<file path="src/pcmffc_pkg.sv">
package pcmffc_pkg;

	localparam int NUM_CH     = 8;
	localparam int SAMPLE_W   = 32;
	localparam int MAX_FACTOR = 16;
	localparam int ACC_W      = 35;
	localparam int DIV_STEPS  = ACC_W;
	localparam int DATA_W     = NUM_CH * SAMPLE_W;
	localparam int CNT_W      = $clog2(DIV_STEPS);
	localparam int IDX_W      = $clog2(NUM_CH);
	localparam int FACTOR_W   = $clog2(MAX_FACTOR) + 1;

	typedef enum logic [2:0] {
		ST_IDLE,
		ST_CHAN,
		ST_ABS,
		ST_DIV,
		ST_FIX,
		ST_SEND
	} state_t;

	typedef enum logic [2:0] {
		REG_SRC_CHANNELS = 3'd0,
		REG_DST_MONO     = 3'd1,
		REG_SRC_BYTES    = 3'd2,
		REG_DST_BYTES    = 3'd3,
		REG_RATE_MODE    = 3'd4,
		REG_RATE_FACTOR  = 3'd5
	} cfg_reg_t;

	typedef enum logic [1:0] {
		RATE_PASS   = 2'd0,
		RATE_DECIM  = 2'd1,
		RATE_REPEAT = 2'd2
	} rate_mode_t;

	// Byte widths are clamped to 1..4 before they reach these functions.
	function automatic logic signed [SAMPLE_W-1:0] decode_sample(
		input logic [SAMPLE_W-1:0] raw,
		input logic [2:0]          nb
	);
		logic signed [SAMPLE_W-1:0] v;
		unique case (nb)
			3'd1: v = {{24{~raw[7]}}, ~raw[7], raw[6:0]};
			3'd2: v = {{16{raw[15]}}, raw[15:0]};
			3'd3: v = {{8{raw[23]}}, raw[23:0]};
			default: v = raw;
		endcase
		return v;
	endfunction

	function automatic logic [SAMPLE_W-1:0] encode_sample(
		input logic signed [SAMPLE_W-1:0] v,
		input logic [2:0]                 sb,
		input logic [2:0]                 db
	);
		logic [SAMPLE_W-1:0] s;
		logic [SAMPLE_W-1:0] u;
		logic [2:0]          up;
		logic [2:0]          dn;
		up = db - sb;
		dn = sb - db;
		if (db >= sb) begin
			s = v << {up[1:0], 3'b000};
		end else begin
			s = v >>> {dn[1:0], 3'b000};
		end
		unique case (db)
			3'd1: u = {24'd0, ~s[7], s[6:0]};
			3'd2: u = {16'd0, s[15:0]};
			3'd3: u = {8'd0, s[23:0]};
			default: u = s;
		endcase
		return u;
	endfunction

endpackage

</file>
<file path="src/pcm_frame_format_converter.sv">
// Channel    | Direction | Signals
// -----------+-----------+-------------------------------------------------
// Input      | in        | s_axis_tvalid, s_axis_tready, s_axis_tdata
// Output     | out       | m_axis_tvalid, m_axis_tready, m_axis_tdata, m_axis_tlast
// Config     | in        | cfg_we, cfg_addr, cfg_wdata
//
// A frame is accepted in ST_IDLE, then ST_CHAN handles its channels one by one.
// Mono then adds a magnitude step, a 35-step restoring divider and a sign fix.
// Output transactions then follow in ST_SEND, each held while the sink stalls.
// Reset is asynchronous and restores the register defaults and decimation phase.
// Input is not accepted until the last output transaction of a frame is taken.
module pcm_frame_format_converter
	import pcmffc_pkg::*;
(
	input  logic              clk,
	input  logic              arst_n,
	input  logic              s_axis_tvalid,
	output logic              s_axis_tready,
	input  logic [DATA_W-1:0] s_axis_tdata,   // sample_0 .. sample_7, 32 bits each
	output logic              m_axis_tvalid,
	input  logic              m_axis_tready,
	output logic [DATA_W-1:0] m_axis_tdata,   // out_0 .. out_7, 32 bits each
	output logic              m_axis_tlast,
	input  logic              cfg_we,
	input  logic [2:0]        cfg_addr,
	input  logic [4:0]        cfg_wdata
);

	state_t state_q, state_d;

	logic [3:0]          src_channels_q;
	logic                dst_mono_q;
	logic [2:0]          src_bytes_q;
	logic [2:0]          dst_bytes_q;
	logic [1:0]          rate_mode_q;
	logic [4:0]          rate_factor_q;
	logic [3:0]          phase_q;
	logic [CNT_W-1:0]    cnt_q;
	logic [FACTOR_W-1:0] rep_q;

	logic [SAMPLE_W-1:0]     samp_q [NUM_CH];
	logic [SAMPLE_W-1:0]     frame_q [NUM_CH];
	logic signed [ACC_W-1:0] acc_q;
	logic [3:0]              rem_q;
	logic                    neg_q;

	logic [IDX_W-1:0]    ch_m1;
	logic [3:0]          ch;
	logic [2:0]          sb;
	logic [2:0]          db;
	logic [FACTOR_W-1:0] f;
	logic [FACTOR_W-1:0] copies;
	logic                accept;
	logic                chan_last;
	logic signed [SAMPLE_W-1:0] dec;
	logic [4:0]          div_try;
	logic                div_ge;
	logic [4:0]          div_sub;
	logic signed [SAMPLE_W-1:0] mono_v;

	always_comb begin
		if (src_channels_q == 4'd0) begin
			ch_m1 = '0;
		end else if (src_channels_q > 4'(NUM_CH)) begin
			ch_m1 = IDX_W'(NUM_CH - 1);
		end else begin
			ch_m1 = IDX_W'(src_channels_q - 4'd1);
		end
		ch = {1'b0, ch_m1} + 4'd1;
		sb = (src_bytes_q == 3'd0) ? 3'd1 : (src_bytes_q > 3'd4) ? 3'd4 : src_bytes_q;
		db = (dst_bytes_q == 3'd0) ? 3'd1 : (dst_bytes_q > 3'd4) ? 3'd4 : dst_bytes_q;
		if (rate_factor_q == 5'd0) begin
			f = FACTOR_W'(1);
		end else if (rate_factor_q > 5'(MAX_FACTOR)) begin
			f = FACTOR_W'(MAX_FACTOR);
		end else begin
			f = FACTOR_W'(rate_factor_q);
		end
		unique case (rate_mode_q)
			RATE_DECIM:  copies = (phase_q == 4'd0) ? FACTOR_W'(1) : '0;
			RATE_REPEAT: copies = f;
			default:     copies = FACTOR_W'(1);
		endcase
	end

	assign accept    = s_axis_tvalid && s_axis_tready;
	assign chan_last = (cnt_q[IDX_W-1:0] == ch_m1);
	assign dec       = decode_sample(samp_q[cnt_q[IDX_W-1:0]], sb);
	assign div_try   = {rem_q, acc_q[ACC_W-1]};
	assign div_ge    = (div_try >= {1'b0, ch});
	assign div_sub   = div_try - {1'b0, ch};
	assign mono_v    = neg_q ? -$signed(acc_q[SAMPLE_W-1:0]) : $signed(acc_q[SAMPLE_W-1:0]);

	always_comb begin
		state_d = state_q;
		unique case (state_q)
			ST_IDLE: if (s_axis_tvalid) state_d = ST_CHAN;
			ST_CHAN: begin
				if (chan_last) begin
					if (dst_mono_q) begin
						state_d = ST_ABS;
					end else begin
						state_d = (rep_q != '0) ? ST_SEND : ST_IDLE;
					end
				end
			end
			ST_ABS: state_d = ST_DIV;
			ST_DIV: if (cnt_q == '0) state_d = ST_FIX;
			ST_FIX: state_d = (rep_q != '0) ? ST_SEND : ST_IDLE;
			ST_SEND: if (m_axis_tready && rep_q == FACTOR_W'(1)) state_d = ST_IDLE;
			default: state_d = ST_IDLE;
		endcase
	end

	always_comb begin
		s_axis_tready = (state_q == ST_IDLE);
		m_axis_tvalid = (state_q == ST_SEND);
		m_axis_tlast  = (rep_q == FACTOR_W'(1));
		for (int i = 0; i < NUM_CH; i++) begin
			m_axis_tdata[i*SAMPLE_W +: SAMPLE_W] = frame_q[i];
		end
	end

	always_ff @(posedge clk or negedge arst_n) begin
		if (!arst_n) begin
			state_q        <= ST_IDLE;
			src_channels_q <= 4'd2;
			dst_mono_q     <= 1'b0;
			src_bytes_q    <= 3'd2;
			dst_bytes_q    <= 3'd2;
			rate_mode_q    <= RATE_PASS;
			rate_factor_q  <= 5'd1;
			phase_q        <= 4'd0;
			cnt_q          <= '0;
			rep_q          <= '0;
		end else begin
			state_q <= state_d;
			if (cfg_we) begin
				unique case (cfg_addr)
					REG_SRC_CHANNELS: src_channels_q <= cfg_wdata[3:0];
					REG_DST_MONO:     dst_mono_q     <= cfg_wdata[0];
					REG_SRC_BYTES:    src_bytes_q    <= cfg_wdata[2:0];
					REG_DST_BYTES:    dst_bytes_q    <= cfg_wdata[2:0];
					REG_RATE_MODE:    rate_mode_q    <= cfg_wdata[1:0];
					REG_RATE_FACTOR:  rate_factor_q  <= cfg_wdata;
					default: ;
				endcase
			end
			unique case (state_q)
				ST_IDLE: begin
					if (accept) begin
						cnt_q <= '0;
						rep_q <= copies;
						if (rate_mode_q == RATE_DECIM) begin
							phase_q <= ({1'b0, phase_q} + 5'd1 >= f) ? 4'd0 : phase_q + 4'd1;
						end
					end
				end
				ST_CHAN: if (!chan_last) cnt_q <= cnt_q + CNT_W'(1);
				ST_ABS:  cnt_q <= CNT_W'(DIV_STEPS - 1);
				ST_DIV:  if (cnt_q != '0) cnt_q <= cnt_q - CNT_W'(1);
				ST_SEND: if (m_axis_tready) rep_q <= rep_q - FACTOR_W'(1);
				default: ;
			endcase
		end
	end

	always_ff @(posedge clk) begin
		unique case (state_q)
			ST_IDLE: begin
				if (accept) begin
					for (int i = 0; i < NUM_CH; i++) begin
						samp_q[i]  <= s_axis_tdata[i*SAMPLE_W +: SAMPLE_W];
						frame_q[i] <= '0;
					end
					acc_q <= '0;
				end
			end
			ST_CHAN: begin
				if (dst_mono_q) begin
					acc_q <= acc_q + ACC_W'(dec);
				end else begin
					frame_q[cnt_q[IDX_W-1:0]] <= encode_sample(dec, sb, db);
				end
			end
			ST_ABS: begin
				neg_q <= acc_q[ACC_W-1];
				acc_q <= acc_q[ACC_W-1] ? -acc_q : acc_q;
				rem_q <= '0;
			end
			ST_DIV: begin
				rem_q <= div_ge ? div_sub[3:0] : div_try[3:0];
				acc_q <= {acc_q[ACC_W-2:0], div_ge};
			end
			ST_FIX: frame_q[0] <= encode_sample(mono_v, sb, db);
			default: ;
		endcase
	end

endmodule
</file>
<file path="config.mk">
export PLATFORM = sky130hd
export DESIGN_NAME = pcm_frame_format_converter
export DESIGN_NICKNAME = d
export VERILOG_FILES = /design/src/pcmffc_pkg.sv /design/src/pcm_frame_format_converter.sv
export SDC_FILE = /design/constraint.sdc
export NUM_CORES = 1
export LEC_CHECK = 0
export ABC_AREA = 1
export BUFFER_PORTS_ARGS = -buffer_cell sky130_fd_sc_hd__buf_2
export CELL_PAD_IN_SITES_DETAIL_PLACEMENT = 1
export CELL_PAD_IN_SITES_GLOBAL_PLACEMENT = 1
export CORE_ASPECT_RATIO = 0.8
export CORE_MARGIN = 2
export CORE_UTILIZATION = 30
export DETAILED_ROUTE_END_ITERATION = 6
export HOLD_SLACK_MARGIN = 0.02
export PLACE_DENSITY = 0.58
export SLEW_MARGIN = 20
export SYNTH_ARGS = -nofsm -noshare
export SYNTH_HDL_FRONTEND = slang
export SYNTH_SLANG_ARGS = --single-unit
</file>
<file path="constraint.sdc">
create_clock -name clk -period 18.2 [get_ports clk]
set_input_delay 3.64 -clock clk [delete_from_list [all_inputs] [get_ports clk]]
set_output_delay 3.64 -clock clk [all_outputs]
set_load 0.05 [all_outputs]
</file>
==> flow_summary.json, run 1 <==
{
  "outcome": "finished clean",
  "timing.final.ws_setup_ps": 12300,
  "crit_buf_inv": 4,
  "critical_path.cell_chain": "buf_4 -> inv_1 -> nand3_1 -> inv_2 -> nand2_1 -> o211ai_1 -> a21oi_1 -> nand2_1 -> ha_1 -> fa_1 -> nand2_1 -> nand2_1 -> o21ai_0 -> inv_1 -> nand2_1 -> nand2_1 -> nand2_1 -> nand2_1 -> nand2_1 -> nand2_1 -> a21oi_1 -> or2_2 -> nand3_1 -> o211ai_1",
  "grt_pass1_vias": 25463,
  "synth_nets": 3420,
  "post_drt_wl_per_cell_microns": 24.1,
  "drcViolationCount": 0,
  "worstPathArrival_ps": 6270,
  "htreeDepth": 3,
  "switching_share_pct": 50.8,
  "rsz0062_at_grt": "no",
  "numCtsBuffers": 68,
  "path_max_fanout": 21,
  "fin_crit_sh_pct": 32.4,
  "dpl.hpwl_microns": 92200,
  "netSwitchingPower_mw": 3.71,
  "layout.nets": 3928,
  "grt_pass1_wl_microns": 173000,
  "die_h_microns": 284,
  "drt-total-wl_microns": 119000,
  "ys.flop_type": "edfxtp_1",
  "end_kind": "flip-flop",
  "maxCapViolCount": 0,
  "p_int_mw": 3.59,
  "ctsResizeCount": 0,
  "cts.sinks": 588,
  "num_rows": 102,
  "antenna_found_initial": 6,
  "hold_viol": 0,
  "drtIter0Drc": 2243,
  "hold_buffers": 0,
  "via_count": 24820,
  "finalSetupTns_ps": 0,
  "vias_per_cell": 5.01,
  "synth_top_area_share_pct": 56.2,
  "dieArea_sq_um": 101000,
  "worstPathRequired_ps": 18570,
  "grt_overflow": 0,
  "ys_seq_area_share_pct": 59.3,
  "yosys-top-cells-area": "edfxtp_1 (56%), nand2_1 (9.5%), nor2_1 (5.5%)",
  "synth-seq-cells": 588,
  "min_period_ps": 5900,
  "synthCells": 3086,
  "drive_gt1_share_pct": 21.1,
  "io_pins": 528,
  "portBuffers": 527,
  "pwr-share-clk_pct": 18.7,
  "yosysUniqueCellTypes": 60,
  "n_fill_cell": 11323,
  "clk_latency_ps": 630,
  "synth-edff-count": 552,
  "max-slew-margin-rel_pct": 18.4,
  "cts_root_buf": "clkbuf_16",
  "cts_tree": "done",
  "layout_common_cells": "nand2_1 (748), edfxtp_1 (552), buf_2 (527), nor2_1 (426), nand3_1 (263)",
  "hp-class": "flip-flop to flip-flop",
  "critPathTopFamily": "simple AND/OR/NAND/NOR gates",
  "clockBufferDepth": 3,
  "finalSetupViolations": 0,
  "fmax_ghz": 0.170,
  "yosysWarnings": 0,
  "irDropWorstVdd_mv": 0.0813,
  "start_util_pct": 30.3,
  "power.density_nw_per_um2": 205,
  "post_cts_buffers": 0,
  "cp_slowest_stage_delay_ps": 820,
  "netlist.top_cell.by_area": "edfxtp_1",
  "first_pass_iters": 6,
  "worstSetupPathType": "flip-flop to flip-flop",
  "slew_violations": 0,
  "leakage_nw": 14.6,
  "drtAntennaViolNets": 0,
  "seqPwrFrac_pct": 28.3,
  "fp.dieW_microns": 354,
  "place_congestion": 0.905,
  "startpoint_type": "flip-flop",
  "p_comb_share_pct": 53.0,
  "tightest_slew_ps": 1220,
  "core_sq_um": 97100,
  "grt_usage_pct": 23.3,
  "clk_pin_slew_ps": 60,
  "finClkSkew_ps": 29.5,
  "final_common_cell": "nand2_1",
  "grt_max_degree": 177,
  "syn_area_sq_um": 29500,
  "dp_worst_setup_slack_ps": 12120,
  "synth_async_sr_flop_share_pct": 6.12,
  "path_common_cell": "nand2_1",
  "cp_slowest_cell": "nand3_1",
  "areaGrowthSynthToFinish_pct": 20.8,
  "syn_avg_cell_area_sq_um": 9.55
}
-- power groups by stage --
stage / registers, mW / clock network (mW) / logic, mW
floorplan: 2.50 / 0 / 2.10
global placement: 2.09 / 0 / 3.81
detailed placement: 2.09 / 0 / 3.83
CTS: 2.07 / 1.39 / 3.85
global route: 2.09 / 1.44 / 4.22
finish: 2.06 / 1.36 / 3.87
-- synthesized netlist by cell type (23+ instances only) --
master,n
dfrtp_1,32
ha_1,62
nand3_1,263
nor2_1,430
nand4_1,23
clkbuf_1,67
xor2_1,23
nor3_1,25
nand2_1,748
edfxtp_1,552
o211ai_1,41
a21oi_1,135
inv_1,219
o21ai_0,155
nand2_2,23
o22ai_1,36
-- worst reg2reg max path, cell delays in order (launching register included) --
cell	delay, ps
dfrtp_1	360
buf_4	220
inv_1	630
nand3_1	820
inv_2	550
nand2_1	110
o211ai_1	110
a21oi_1	70
nand2_1	200
ha_1	480
fa_1	450
nand2_1	120
nand2_1	80
o21ai_0	100
inv_1	120
nand2_1	70
nand2_1	120
nand2_1	70
nand2_1	150
nand2_1	70
nand2_1	170
a21oi_1	140
or2_2	290
nand3_1	70
o211ai_1	80
-- state kept, by name, summed over array words and instances (netlist names) --
register and cells:
phase_q 4, rep_q 5, state_q 3, rate_mode_q 2
neg_q 1, dst_bytes_q 3, samp_q 256, acc_q 35
dst_mono_q 1, frame_q 256, rate_factor_q 5, rem_q 4
src_bytes_q 3, cnt_q 6, src_channels_q 4
-- worst paths after layout --
kind / startpoint / end / slack (ps) / cells after the start
worst max-delay path: cnt_q[1]$_DFFE_PN0P_ / acc_q[24]$_DFFE_PP_ / 12300 / 24
worst min-delay path: src_channels_q[0]$_DFFE_PN0P_ / src_channels_q[0]$_DFFE_PN0P_ / 490 / 2
min in group asynchronous: arst_n / phase_q[1]$_DFFE_PN0P_ / 3130 / 1
max in group asynchronous: arst_n / src_bytes_q[2]$_DFFE_PN0P_ / 14450 / 1
worst max register to register: cnt_q[1]$_DFFE_PN0P_ / acc_q[24]$_DFFE_PP_ / 12300 / 24
worst min register to register: src_channels_q[0]$_DFFE_PN0P_ / src_channels_q[0]$_DFFE_PN0P_ / 490 / 2
-- cell families after synthesis --
group,Yosys count,share of synthesized area (%)
adders and majority gates,65,2.84
buffers and inverters,366,5.12
DFF,588,59.3
xor gates and xnor gates,30,0.891
and+or+nand+nor,1569,22.4
AOI/OAI and AO/OA,468,9.48
-- stage by stage --
stage,power [mW],cells,util (%),area (sq um),hold WS (ps)
after floorplan,4.60,3086,-,29500,453
after global placement,5.90,4824,34.4,33400,467
after detailed placement,5.93,4824,34.4,33400,477
after CTS,7.31,4948,36.7,35600,491
after global routing,7.76,4952,36.7,35600,531
final,7.30,4953,36.7,35600,491
-- layer usage --
metal	track usage (%)	vias to the layer above	share of wire, %
li1	-	11628	-
met1	31.3	12308	45
met2	37.1	720	46
met3	5.19	162	6.2
met4	7.96	2	3.4
met5	0	-	0.0059
-- layout make-up --
class	count	area [sq um]	share of cell area, %
flip-flops and latches	588	17500	49.1
multi-input cells	2132	10500	29.5
repair buffers	560	2900	8.14
clock buffers	83	1820	5.11
well taps	1300	1630	4.57
inverters	244	923	2.59
clock inverters	41	335	0.942
diodes	5	12.5	0.0351
No activity file was read; power rests on OpenSTA's default activity.
==> run 2, diff against run 1 <==
Clock period 18.2 ns to 5.85 ns, I/O delays scaled along.
==> run 2 against run 1 <==
  * First-iteration DRC count increased by 2.6%
  * Clock skew increased by 4.9 ps
  * Fmax rose by 18%
  * Worst hold slack got worse by 3.5 ps
  * Non-clock buffer count is 19 higher
  * Routed wire length rose by 2.1%
  * Largest cell class unchanged
  * Clock-buffer cell count is 2 higher
  * Die area unchanged
  * Combinational power grew to 3.2 times the previous value
  * Via count up 1.7%
  * Core utilization grew 0.13 points
  * Final area rose by 0.34%
==> flow_summary.json, run 2 (synthesized netlist as in run 1, its figures left out) <==
{
  "fin_crit_sh_pct": 85.4,
  "worstSetupPathType": "flip-flop to flip-flop",
  "critPathLaunch": "cnt_q[2]$_DFFE_PN0P_",
  "dp.cells": 4843,
  "grt_overflow": 0,
  "reg2reg_depth": 24,
  "drtIter0Drc": 2302,
  "finalSetupViolations": 0,
  "path_common_cell": "nand2_1",
  "hp-class": "flip-flop to flip-flop",
  "place_congestion": 0.917,
  "clk_pin_slew_ps": 70,
  "cts.sinks": 588,
  "first_pass_iters": 5,
  "post_cts_buffers": 0,
  "dp_worst_setup_slack_ps": 916,
  "grt_max_degree": 177,
  "regArea_sq_um": 17500,
  "hold_viol": 0,
  "layout.nets": 3947,
  "grt_usage_pct": 23.9,
  "cts_tree": "done",
  "end_kind": "flip-flop",
  "slew_violations": 0,
  "worstPathRequired_ps": 6210,
  "antenna_found_initial": 5,
  "drcViolationCount": 0,
  "cp_slowest_stage_delay_ps": 630,
  "numCtsBuffers": 68,
  "leakage_nw": 14.6,
  "via_count": 25232,
  "portBuffers": 527,
  "stdcell_area_sq_um": 35700,
  "fmax_ghz": 0.200,
  "path_max_fanout": 13,
  "outcome": "finished clean",
  "instances_no_fill": 4965,
  "multiInputGateArea_sq_um": 10500,
  "reg2reg_to": "acc_q[32]$_DFFE_PP_",
  "max-slew-margin-rel_pct": 20.9,
  "irDropWorstVdd_mv": 0.234,
  "startpoint_type": "flip-flop",
  "crit_buf_inv": 3,
  "cp.depth": 24,
  "die_h_microns": 284,
  "num_rows": 102,
  "r2r-start": "cnt_q[2]$_DFFE_PN0P_",
  "worstPathArrival_ps": 5360,
  "hold_buffers": 0,
  "critical_path.cell_chain": "buf_4 -> nand3_2 -> inv_2 -> nand2_1 -> o211ai_1 -> a21oi_1 -> nand2_1 -> ha_1 -> fa_1 -> nand2_1 -> nand2_1 -> o21ai_0 -> inv_1 -> nand2_1 -> nand2_1 -> nand2_1 -> nand2_1 -> nand2_1 -> nand2_1 -> nand3_1 -> nand2_1 -> a21oi_1 -> o21ai_0 -> o211ai_1",
  "min_period_ps": 5000,
  "fp.dieW_microns": 354,
  "final_common_cell": "nand2_1",
  "cp-endpoint": "acc_q[32]$_DFFE_PP_",
  "place_area_sq_um": 33600,
  "dpl.hpwl_microns": 93800,
  "tightest_slew_ps": 1190,
  "maxCapViolCount": 0,
  "cp_slowest_cell": "dfrtp_1",
  "vias_per_cell": 5.08,
  "power.density_nw_per_um2": 639,
  "drive_gt1_share_pct": 21.4,
  "areaGrowthSynthToFinish_pct": 21.2,
  "layout_common_cells": "nand2_1 (748), edfxtp_1 (552), buf_2 (527), nor2_1 (425), nand3_1 (262)",
  "grt_pass1_wl_microns": 178000,
  "post_drt_wl_per_cell_microns": 24.5,
  "critPathTopFamily": "simple AND/OR/NAND/NOR gates",
  "clockBufferDepth": 3,
  "drt-total-wl_microns": 122000,
  "drtAntennaViolNets": 0,
  "timing.final.ws_setup_ps": 852,
  "largestRegisters": "frame_q: 256 flops, samp_q: 256 flops, acc_q: 35 flops",
  "clk_latency_ps": 630,
  "finClkSkew_ps": 34.4,
  "n_fill_cell": 11174,
  "reg2reg_slack_ps": 850,
  "dieArea_sq_um": 101000,
  "grt_pass1_vias": 25740,
  "start_util_pct": 30.3,
  "rsz0062_at_grt": "no",
  "ctsResizeCount": 0,
  "htreeDepth": 3,
  "core_sq_um": 97100,
  "io_pins": 528,
  "cts_root_buf": "clkbuf_16"
}
run 2: final cells by class:
| type | instances | area share [%] |
|---|---|---|
| Sequential cell | 588 | 48.9 |
| Timing Repair Buffer | 579 | 8.54 |
| Tap cell | 1300 | 4.55 |
| Inverter | 244 | 2.62 |
| Antenna cell | 5 | 0.0350 |
| Clock buffer | 85 | 5.03 |
| Clock inverter | 32 | 0.823 |
| Multi-Input combinational cell | 2132 | 29.5 |
run 2: worst min path at each step:
stage,start,endpoint,cells past startpoint
after floorplan,dst_bytes_q[0]$_DFFE_PN0P_,dst_bytes_q[0]$_DFFE_PN0P_,2
after global placement,dst_bytes_q[0]$_DFFE_PN0P_,dst_bytes_q[0]$_DFFE_PN0P_,2
after detailed placement,dst_bytes_q[0]$_DFFE_PN0P_,dst_bytes_q[0]$_DFFE_PN0P_,2
after CTS,dst_bytes_q[0]$_DFFE_PN0P_,dst_bytes_q[0]$_DFFE_PN0P_,2
after global routing,src_channels_q[0]$_DFFE_PN0P_,src_channels_q[0]$_DFFE_PN0P_,2
final,src_channels_q[0]$_DFFE_PN0P_,src_channels_q[0]$_DFFE_PN0P_,2
run 2: per-stage QoR:
| step | setup TNS (ps) | hold slack, ps | utilization, % | power (mW) |
|---|---|---|---|---|
| after floorplan | -503750 | 453 | - | 14.3 |
| after global placement | 0 | 470 | 34.6 | 18.6 |
| after detailed placement | 0 | 476 | 34.6 | 18.6 |
| after CTS | 0 | 492 | 36.8 | 22.8 |
| after global routing | 0 | 534 | 36.8 | 24.2 |
| final | 0 | 487 | 36.8 | 22.8 |
run 2: where the power goes:
group | total, mW | leakage (nW) | internal (mW) | switching (mW)
combinational | 12.2 | 7.96 | 2.92 | 9.31
clock | 4.13 | 1.01 | 2.33 | 1.80
sequential | 6.45 | 5.65 | 5.90 | 0.545
run 2: worst reg2reg max path, cell delays in order (launching register included):
cell      delay [ps]
dfrtp_1          630
buf_4            280
nand3_2          400
inv_2            430
nand2_1          110
o211ai_1          90
a21oi_1           60
nand2_1          170
ha_1             470
fa_1             450
nand2_1          120
nand2_1           80
o21ai_0          130
inv_1            130
nand2_1           60
nand2_1          100
nand2_1           60
nand2_1          140
nand2_1           70
nand2_1          170
nand3_1          110
nand2_1          130
a21oi_1           80
o21ai_0          150
o211ai_1         130
run 2: layer usage:
| layer | share of wire [%] | global-route usage [%] |
|---|---|---|
| met2 | 47 | 39.1 |
| met5 | 0.011 | 0 |
| met3 | 5.2 | 3.18 |
| met4 | 3.1 | 7.38 |
| met1 | 44 | 32.9 |
